<file path="src/design/cpu_8bit_alu_with_flags_unit_assert.svh">
// assertion macros for the 8-bit alu with flags
`ifndef CPU_8BIT_ALU_WITH_FLAGS_UNIT_ASSERT_SVH
`define CPU_8BIT_ALU_WITH_FLAGS_UNIT_ASSERT_SVH

// condition holds in the same cycle as the trigger
`define ALU8F_ASSERT_NOW(name, ante, cons, msg) \
  name: assert property (@(posedge clk) disable iff (rst) (ante) |-> (cons)) \
    else $error(msg);

// condition holds in the cycle after the trigger
`define ALU8F_ASSERT_NEXT(name, ante, cons, msg) \
  name: assert property (@(posedge clk) disable iff (rst) (ante) |=> (cons)) \
    else $error(msg);

`endif

</file>
<file path="src/design/alu8f_pkg.sv">
// shared types and operation codes for the 8-bit alu with flags
package alu8f_pkg;

  localparam int MODE_W = 5;
  localparam int DATA_W = 8;
  localparam int BIT_W  = 3;
  localparam int FLAG_W = 4;

  // flag bit positions
  localparam int FLAG_Z = 3;
  localparam int FLAG_N = 2;
  localparam int FLAG_H = 1;
  localparam int FLAG_C = 0;

  localparam logic [MODE_W-1:0] MODE_ADD  = 5'd0;
  localparam logic [MODE_W-1:0] MODE_ADC  = 5'd1;
  localparam logic [MODE_W-1:0] MODE_SUB  = 5'd2;
  localparam logic [MODE_W-1:0] MODE_SBC  = 5'd3;
  localparam logic [MODE_W-1:0] MODE_AND  = 5'd4;
  localparam logic [MODE_W-1:0] MODE_OR   = 5'd5;
  localparam logic [MODE_W-1:0] MODE_XOR  = 5'd6;
  localparam logic [MODE_W-1:0] MODE_CP   = 5'd7;
  localparam logic [MODE_W-1:0] MODE_INC  = 5'd8;
  localparam logic [MODE_W-1:0] MODE_DEC  = 5'd9;
  localparam logic [MODE_W-1:0] MODE_DAA  = 5'd10;
  localparam logic [MODE_W-1:0] MODE_CPL  = 5'd11;
  localparam logic [MODE_W-1:0] MODE_CCF  = 5'd12;
  localparam logic [MODE_W-1:0] MODE_SCF  = 5'd13;
  localparam logic [MODE_W-1:0] MODE_RLCA = 5'd14;
  localparam logic [MODE_W-1:0] MODE_RLA  = 5'd15;
  localparam logic [MODE_W-1:0] MODE_RRCA = 5'd16;
  localparam logic [MODE_W-1:0] MODE_RRA  = 5'd17;
  localparam logic [MODE_W-1:0] MODE_RLC  = 5'd18;
  localparam logic [MODE_W-1:0] MODE_RL   = 5'd19;
  localparam logic [MODE_W-1:0] MODE_RRC  = 5'd20;
  localparam logic [MODE_W-1:0] MODE_RR   = 5'd21;
  localparam logic [MODE_W-1:0] MODE_SLA  = 5'd22;
  localparam logic [MODE_W-1:0] MODE_SRA  = 5'd23;
  localparam logic [MODE_W-1:0] MODE_SRL  = 5'd24;
  localparam logic [MODE_W-1:0] MODE_SWAP = 5'd25;
  localparam logic [MODE_W-1:0] MODE_BIT  = 5'd26;
  localparam logic [MODE_W-1:0] MODE_RES  = 5'd27;
  localparam logic [MODE_W-1:0] MODE_SET  = 5'd28;

  // decimal adjust constants
  localparam logic [DATA_W-1:0] DAA_LO_ADJ = 8'h06;
  localparam logic [DATA_W-1:0] DAA_HI_ADJ = 8'h60;
  localparam logic [DATA_W-1:0] DAA_HI_MAX = 8'h99;
  localparam logic [3:0]        DAA_LO_MAX = 4'h9;

  typedef struct packed {
    logic [MODE_W-1:0] mode;
    logic [DATA_W-1:0] acc_value;
    logic [DATA_W-1:0] operand;
    logic [BIT_W-1:0]  bit_index;
    logic [FLAG_W-1:0] flags_in;
  } alu8f_req_t;

  typedef struct packed {
    logic [DATA_W-1:0] result;
    logic [FLAG_W-1:0] flags_out;
  } alu8f_rsp_t;

endpackage

</file>
<file path="src/design/cpu_8bit_alu_with_flags_unit.sv">
// top level: input register, alu datapath, result register
// One transaction is accepted per clock and one result leaves per clock while no
// stall holds the flow. Each operation is captured in the input register, passes
// through the combinational alu datapath and is loaded into the result register,
// where it is held until taken. A stall on the result side holds the result
// register and a full input register; the input side stalls only when the input
// register is full and cannot move forward. Unused operation codes return the
// accumulator and the incoming flags unchanged.
module cpu_8bit_alu_with_flags_unit (
  input  logic                  clk,
  input  logic                  rst,
  input  logic                  req_valid,
  output logic                  req_stall,
  input  alu8f_pkg::alu8f_req_t req,
  output logic                  rsp_valid,
  input  logic                  rsp_stall,
  output alu8f_pkg::alu8f_rsp_t rsp
);
  import alu8f_pkg::*;

  logic       held_valid;
  alu8f_req_t held;
  alu8f_rsp_t alu_out;
  logic       advance;

  // result register can take a new value when empty or being drained
  assign advance   = !rsp_valid || !rsp_stall;
  assign req_stall = held_valid && !advance;

  always_ff @(posedge clk) begin
    if (rst) begin
      held_valid <= 1'b0;
    end else if (!req_stall) begin
      held_valid <= req_valid;
    end
  end

  always_ff @(posedge clk) begin
    if (req_valid && !req_stall) begin
      held <= req;
    end
  end

  alu8f_core u_core (
    .req (held),
    .rsp (alu_out)
  );

  always_ff @(posedge clk) begin
    if (rst) begin
      rsp_valid <= 1'b0;
    end else if (advance) begin
      rsp_valid <= held_valid;
    end
  end

  always_ff @(posedge clk) begin
    if (advance && held_valid) begin
      rsp <= alu_out;
    end
  end

`include "cpu_8bit_alu_with_flags_unit_assert.svh"

  `ALU8F_ASSERT_NOW(a_stall_needs_item, req_stall, held_valid, "stall with empty input register")
  `ALU8F_ASSERT_NEXT(a_held_kept, held_valid && !advance, held_valid && $stable(held), "input lost")
  `ALU8F_ASSERT_NEXT(a_result_loaded, held_valid && advance, rsp_valid, "result not loaded")

endmodule

</file>
<file path="src/design/alu8f_core.sv">
// single-pass combinational alu datapath: result byte and new flags
module alu8f_core (
  input  alu8f_pkg::alu8f_req_t req,
  output alu8f_pkg::alu8f_rsp_t rsp
);
  import alu8f_pkg::*;

  logic [DATA_W-1:0] a;
  logic [DATA_W-1:0] b;
  logic [FLAG_W-1:0] f;
  logic              c;
  logic              cin;
  logic [DATA_W:0]   sum;
  logic [DATA_W:0]   diff;
  logic [4:0]        half_diff;
  logic [DATA_W-1:0] bit_mask;
  logic [DATA_W-1:0] daa_adj;
  logic              daa_lo;
  logic              daa_hi;
  logic [DATA_W-1:0] r;
  logic [FLAG_W-1:0] nf;

  assign a = req.acc_value;
  assign b = req.operand;
  assign f = req.flags_in;
  assign c = f[FLAG_C];
  assign bit_mask = DATA_W'(1) << req.bit_index;

  // shared adder and subtractor, carry used only by adc and sbc
  always_comb begin
    cin = ((req.mode == MODE_ADC) || (req.mode == MODE_SBC)) ? c : 1'b0;
    sum = {1'b0, a} + {1'b0, b} + {{DATA_W{1'b0}}, cin};
    diff = {1'b0, a} - {1'b0, b} - {{DATA_W{1'b0}}, cin};
    half_diff = {1'b0, a[3:0]} - {1'b0, b[3:0]} - {4'b0, cin};
  end

  // decimal adjust amount depends on whether the last op was a subtraction
  always_comb begin
    if (f[FLAG_N]) begin
      daa_lo = f[FLAG_H];
      daa_hi = c;
    end else begin
      daa_lo = f[FLAG_H] || (a[3:0] > DAA_LO_MAX);
      daa_hi = c || (a > DAA_HI_MAX);
    end
    daa_adj = (daa_lo ? DAA_LO_ADJ : '0) | (daa_hi ? DAA_HI_ADJ : '0);
  end

  always_comb begin
    r  = a;
    nf = f;
    case (req.mode)
      MODE_ADD, MODE_ADC: begin
        r  = sum[DATA_W-1:0];
        nf = {sum[DATA_W-1:0] == '0, 1'b0, a[4] ^ b[4] ^ sum[4], sum[DATA_W]};
      end
      MODE_SUB, MODE_SBC, MODE_CP: begin
        r  = (req.mode == MODE_CP) ? a : diff[DATA_W-1:0];
        nf = {diff[DATA_W-1:0] == '0, 1'b1, half_diff[4], diff[DATA_W]};
      end
      MODE_AND: begin
        r  = a & b;
        nf = {(a & b) == '0, 1'b0, 1'b1, 1'b0};
      end
      MODE_OR: begin
        r  = a | b;
        nf = {(a | b) == '0, 3'b000};
      end
      MODE_XOR: begin
        r  = a ^ b;
        nf = {(a ^ b) == '0, 3'b000};
      end
      MODE_INC: begin
        r  = b + DATA_W'(1);
        nf = {b == '1, 1'b0, b[3:0] == 4'hf, c};
      end
      MODE_DEC: begin
        r  = b - DATA_W'(1);
        nf = {b == DATA_W'(1), 1'b1, b[3:0] == 4'h0, c};
      end
      MODE_DAA: begin
        r  = f[FLAG_N] ? (a - daa_adj) : (a + daa_adj);
        nf = {r == '0, f[FLAG_N], 1'b0, f[FLAG_N] ? c : daa_hi};
      end
      MODE_CPL: begin
        r  = ~a;
        nf = {f[FLAG_Z], 1'b1, 1'b1, c};
      end
      MODE_CCF: nf = {f[FLAG_Z], 2'b00, ~c};
      MODE_SCF: nf = {f[FLAG_Z], 2'b00, 1'b1};
      // accumulator rotates always clear zero
      MODE_RLCA: begin
        r  = {a[DATA_W-2:0], a[DATA_W-1]};
        nf = {3'b000, a[DATA_W-1]};
      end
      MODE_RLA: begin
        r  = {a[DATA_W-2:0], c};
        nf = {3'b000, a[DATA_W-1]};
      end
      MODE_RRCA: begin
        r  = {a[0], a[DATA_W-1:1]};
        nf = {3'b000, a[0]};
      end
      MODE_RRA: begin
        r  = {c, a[DATA_W-1:1]};
        nf = {3'b000, a[0]};
      end
      MODE_RLC: begin
        r  = {b[DATA_W-2:0], b[DATA_W-1]};
        nf = {r == '0, 2'b00, b[DATA_W-1]};
      end
      MODE_RL: begin
        r  = {b[DATA_W-2:0], c};
        nf = {r == '0, 2'b00, b[DATA_W-1]};
      end
      MODE_RRC: begin
        r  = {b[0], b[DATA_W-1:1]};
        nf = {r == '0, 2'b00, b[0]};
      end
      MODE_RR: begin
        r  = {c, b[DATA_W-1:1]};
        nf = {r == '0, 2'b00, b[0]};
      end
      MODE_SLA: begin
        r  = {b[DATA_W-2:0], 1'b0};
        nf = {r == '0, 2'b00, b[DATA_W-1]};
      end
      MODE_SRA: begin
        r  = {b[DATA_W-1], b[DATA_W-1:1]};
        nf = {r == '0, 2'b00, b[0]};
      end
      MODE_SRL: begin
        r  = {1'b0, b[DATA_W-1:1]};
        nf = {r == '0, 2'b00, b[0]};
      end
      MODE_SWAP: begin
        r  = {b[3:0], b[7:4]};
        nf = {b == '0, 3'b000};
      end
      MODE_BIT: begin
        r  = b;
        nf = {(b & bit_mask) == '0, 1'b0, 1'b1, c};
      end
      MODE_RES: r = b & ~bit_mask;
      MODE_SET: r = b | bit_mask;
      default: begin
        r  = a;
        nf = f;
      end
    endcase
  end

  assign rsp.result    = r;
  assign rsp.flags_out = nf;

endmodule

</file>
<file path="config.mk">
export PLATFORM = sky130hd
export DESIGN_NAME = cpu_8bit_alu_with_flags_unit
export DESIGN_NICKNAME = d
export VERILOG_FILES = /design/src/design/alu8f_pkg.sv /design/src/design/cpu_8bit_alu_with_flags_unit.sv /design/src/design/alu8f_core.sv
export VERILOG_INCLUDE_DIRS = /design/src /design/src/design
export SDC_FILE = /design/constraint.sdc
export NUM_CORES = 1
export LEC_CHECK = 0
export ABC_CLOCK_PERIOD_IN_PS = 4600
export BUFFER_PORTS_ARGS = -buffer_cell sky130_fd_sc_hd__buf_2
export CELL_PAD_IN_SITES_DETAIL_PLACEMENT = 0
export CELL_PAD_IN_SITES_GLOBAL_PLACEMENT = 1
export CORE_ASPECT_RATIO = 0.5
export CORE_UTILIZATION = 40
export CTS_CLUSTER_DIAMETER = 50
export DETAILED_ROUTE_END_ITERATION = 10
export PLACE_DENSITY_LB_ADDON = 0.12
export SLEW_MARGIN = 20
export SYNTH_ARGS = -nofsm -noshare
export SYNTH_HDL_FRONTEND = slang
export SYNTH_SLANG_ARGS = --single-unit
</file>
<file path="constraint.sdc">
create_clock -name clk -period 4.6 [get_ports clk]
set_input_delay 0.46 -clock clk [delete_from_list [all_inputs] [get_ports clk]]
set_output_delay 0.46 -clock clk [all_outputs]
set_load 0.005 [all_outputs]
</file>
* Word-level counts from Yosys, hierarchy flattened
Index checks and enable logic that the tools add are counted.
** Word-level totals
- Register bits after elaboration :: 42
- Input port bits :: 32
- Output and inout port bits :: 14
- Word-level logic and storage cells :: 107
** Cells by class
- Add/sub/neg operators :: 10
- $lt $le $gt $ge :: 2
- Equality and inequality tests :: 31
- Shift operators :: 1
- Mux-type cells :: 10
- Bitwise logic cells :: 12
- Reductions and logical operators :: 32
** Operators with widths (number)
- 8-bit case mux with 24 select lines :: 1
- 8-bit logical NOT :: 13
- 4-bit case mux with 22 select lines :: 1
- 5-bit == test, second input constant :: 13
- 5-bit by 4-bit == test with 1-bit output, second input constant :: 8
- 8-bit bitwise AND :: 3
- 8-bit bitwise OR :: 3
- 5-bit by 3-bit == test with 1-bit output, second input constant :: 4
- 8-bit 2-to-1 mux :: 2
- 8-bit NOT :: 2
- 7-bit logical NOT :: 2
- 5-bit by 2-bit == test with 1-bit output, second input constant :: 2
- 8-bit by 8-bit adder with 9-bit output :: 1
- 9-bit by 1-bit adder with 9-bit output :: 1
- 8-bit by 8-bit subtractor with 9-bit output :: 1
- 9-bit by 1-bit subtractor with 9-bit output :: 1
- 8-bit by 1-bit adder with 8-bit output, second input constant :: 1
- 8-bit adder :: 1
- 8-bit by 1-bit == test with 1-bit output, second input constant :: 1
- 8-bit == test, second input constant :: 1
- 8-bit greater-than comparator, second input constant :: 1
- 1-bit by 3-bit left shift with 8-bit output, first input constant :: 1
- 8-bit by 1-bit subtractor with 8-bit output, second input constant :: 1
- 8-bit subtractor :: 1
- 18 further kinds :: 32

* Longest topological paths before layout
- Depth after elaboration :: 9
- Mapped depth :: 16
- Gate-level depth less buffers :: 14

* Modules after synthesis
Synthesis repeated with hierarchy kept, for this count alone.
** Second synthesis, totals
- Cells, all modules :: 614
- Area, all modules :: 5064.9 µm²
** By module, submodules not included
- alu8f_core :: times used 1, cells each 564, area each 3777.4 µm², sequential area each 0.0 µm²
- cpu_8bit_alu_with_flags_unit :: times used 1, cells each 50, area each 1287.5 µm², sequential area each 1241.2 µm²

* Least setup slack after synthesis
Ideal clock, no wire load.
- Path type :: register -> register
- Start point :: register held[25] in the netlist's numbering
- End point :: register rsp[8] in the netlist's numbering, data pin
- Arrival :: 3.250 ns
- Data required time :: 4.335 ns
- Path slack :: 1.084 ns
- Stages on the path, launching flop included :: 14
- Path buffers :: 3
- Period minus slack after synthesis :: 3.516 ns
- Cell sequence :: edfxtp_1 -> clkbuf_1 -> buf_2 -> buf_2 -> nor2_1 -> nand4_1 -> fa_1 -> fa_1 -> o21a_1 -> nor2_1 -> xor2_1 -> o22ai_1 -> a2111oi_0 -> nand2_1
** RTL lines
- start, declared :: RTL line cpu_8bit_alu_with_flags_unit.sv:22 : alu8f_req_t held;
- start signal, assigned :: RTL line cpu_8bit_alu_with_flags_unit.sv:40 : held <= req;
- end signal, assigned :: RTL line cpu_8bit_alu_with_flags_unit.sv:59 : rsp <= alu_out;
- end, declared :: RTL line cpu_8bit_alu_with_flags_unit.sv:17 : output alu8f_pkg::alu8f_rsp_t rsp

==> summary.md <==
| Metric | Value |
|---|---|
| # setup viols final | 0 |
| YS warnings | 0 |
| Setup crit start | held[25] |
| CTS sink count | 42 |
| Worst vdd ir | 0.143 mV |
| TritonCTS clock tree | built |
| Net count after synthesis | 673 |
| Total I/O pin count | 46 |
| Req. time, crit path | 4.65 ns |
| Die width | 158 um |
| WHS Path Cells | 2 |
| Ranking of synthesized cells by area | edfxtp_1 (25%), ha_1 (11%), o21ai_0 (4.4%) |
| Combined area of the multi-input logic cells | 0.00328 mm2 |
| Drt total wl | 21.6 mm |
| Area leader, netlist | edfxtp_1 |
| Yosys top cell area share | 24.8% |
| Clock transition at the registers of the reported paths | 0.07 ns |
| HP Class | in -> reg |
| RD Place Congestion | 1.07 |
| Routed via count | 5,251 |
| CP Capture Type | flip-flop |
| Wire per inst | 27.3 um |
| Starting Density | 42.5% |
| CP max-delay cell | fa_1 |
| R2R setup slack | 0.94 ns |
| CTS Hold Buffers Added | 0 |
| Post-CTS setup repair buffer count | 0 |
| Hold Crit Endpoint | rsp_valid |
| Post-synthesis register bit count | 42 |
| Clk root buf | clkbuf_16 |
| Post-synthesis average cell area | 8.15 um2 |
| Final core occ | 47.6% |
| Critical path cell sequence | buf_4 -> nor2_1 -> buf_4 -> nand4_1 -> fa_1 -> fa_1 -> o21a_1 -> nor2_1 -> xor2_1 -> o22ai_1 -> a2111oi_0 -> nand2_1 |
| Status | completed |
| Max_cap viols | 0 |
| Unrepaired setup endpoints after global routing | no |
| Initial antenna violation count | 0 |
| Critical path arrival | 3.72 ns |
| Hold_sp | rst |
| Slew @ Worst Pin | 1.19 ns |
| Core area | 0.0114 mm2 |
| Crit path max-delay family | adder cells |
| RR Startpoint | held[25] |
| Async set-or-reset flop fraction in the synthesized netlist | 0% |
| Die Ht | 79.8 um |
| Critical path type | reg -> reg |
| Yosys cell types | 74 |
| Total GRT Usage | 35.1% |
| Rows | 27 |
| Cells on worst reg2reg path | 12 |
| PD cells | 260 mW/mm2 |
| Vias/cell | 6.66 |
| Top_reg_cell synth | edfxtp_1 |
| H-tree levels | 2 |
| Largest net degree at the start of global routing | 38 |
| Gate count after technology mapping | 594 |
| Share of layout cells above drive strength 1 | 13.2% |
| LEAKAGE | 0.00213 uW |
| Post-CTS sizing | 0 |
| Final Skew | 0.00926 ns |
| Startpoint type of the worst setup path | flip-flop |
| Clock Path Buffers | 2 |
| Share of the yosys chip area belonging to registers | 25.7% |
| Area Growth Syn to Fin | 12.1% |
| Drt pass-1 iters | 5 |
| Fmax | 0.273 GHz |
| Worst-Skew Late Latency | 0.30 ns |
| Crit share post-route | 79.7% |
| Post-Syn Area | 0.00484 mm2 |
| Drt drc | 0 |
| Detailed-placement wirelength estimate | 16.5 mm |
| CP max FO | 30 |
| Vias in the first global route | 4,741 |
| Final Hold Viols | 0 |
| NumNets Final | 708 |
| Final antenna-violating net count | 0 |
| Final max-slew violation count | 0 |
| Reg-to-reg endpoint | rsp[8] |
| Die area | 0.0126 mm2 |
| Fill cells | 1,154 |
| CP max stage delay | 0.46 ns |
| Final setup TNS | 0 ns |
| Antenna diode count | 0 |
| Register area | 0.00124 mm2 |
| GR Overflow Total | 0 |
| Number of flops mapped to enable cells by yosys | 40 |
| Wire length of the first global-routing pass | 30.8 mm |
| Cts bufs inserted | 5 |
| Crit path buffers/inverters | 2 |
| Slew margin rel. | 19.7% |
| Input/output buffers | 45 |
| Final critical-path required period | 3.66 ns |
| 1st-iter DRT viols | 670 |
## cell usage in the layout, fill, tap and decap left out, types with 11 or more instances in the layout
| cell type | netlist | final |
|---|---|---|
| edfxtp_1 | 40 | 40 |
| nor3_1 | 19 | 19 |
| inv_1 | 37 | 37 |
| nor2b_1 | 12 | 11 |
| xnor2_1 | 12 | 12 |
| ha_1 | 43 | 43 |
| nand2_1 | 44 | 44 |
| buf_4 | 2 | 22 |
| nand4_1 | 13 | 13 |
| buf_2 | 5 | 45 |
| a21oi_1 | 33 | 33 |
| nand3_1 | 16 | 16 |
| nand2b_1 | 13 | 13 |
| nor2_1 | 49 | 49 |
| o21ai_0 | 43 | 43 |
| xor2_1 | 11 | 11 |
## how the worst max path moves through the flow
stage / end / slack, ns / depth (start not counted)
floorplan: rsp[8] / 1.08 / 13
global placement: rsp[11] / 1.18 / 14
detailed placement: rsp[8] / 1.02 / 12
CTS: rsp[8] / 1.00 / 12
global route: rsp[8] / 0.69 / 12
finish: rsp[8] / 0.94 / 12
## power by group
group	internal [uW]	total (uW)	switching, uW
sequential	450	487	37.3
combinational	174	488	314
clock	258	434	176
total	882	1410	527
## logic make-up (layout without fill, tap and decap cells)
family	Yosys count	after routing	share of synthesized area [%]
AOI/OAI and AO/OA	191	191	27.0
xor gates and xnor gates	23	23	4.16
adders and majority gates	47	47	12.8
buffers and inverters	77	113	6.57
DFF	42	42	25.7
muxes	9	9	1.86
and+or+nand+nor	205	205	21.9
## state kept, by name, indices dropped and copies added (netlist names)
signal	count
rsp_valid	1
held_valid	1
rsp	12
held	28
## metrics by stage
stage               instances  hold slack (ns)  cell area (um2)  power, uW  worst slack [ns]
detailed placement        781            0.476             5260        957              1.02
floorplan                 594            0.444             4840        789              1.08
CTS                       789            0.328             5420       1390              1.00
global route              789            0.328             5420       1450             0.687
global placement          781            0.457             5260        961              1.18
finish                    789            0.326             5420       1410             0.935
## cells in the mapped netlist, types with 7 or more instances
library cell	instances
a21oi_1	33
a221oi_1	9
a22oi_1	7
a31oi_1	8
clkbuf_1	29
edfxtp_1	40
ha_1	43
inv_1	37
mux2i_1	9
nand2_1	44
nand2b_1	13
nand3_1	16
nand4_1	13
nor2_1	49
nor2b_1	12
nor3_1	19
nor3b_1	7
nor4_1	9
o211ai_1	7
o21ai_0	43
o22ai_1	8
xnor2_1	12
xor2_1	11
## final cells by class
type | count | share of cell area, %
repair buffers | 67 | 7.20
flip-flops and latches | 42 | 22.9
clock buffers | 5 | 2.31
well taps | 159 | 3.67
inverters | 38 | 2.63
clock inverters | 3 | 0.807
multi-input cells | 475 | 60.5
## metal layers
metal | routed length [um] | GRT usage, %
met1 | 9450 | 49.1
met2 | 8180 | 47.3
met3 | 3470 | 16.2
met4 | 410 | 8.74
met5 | 57 | 3.90
Note: power is estimated with default switching activity, not from simulation.
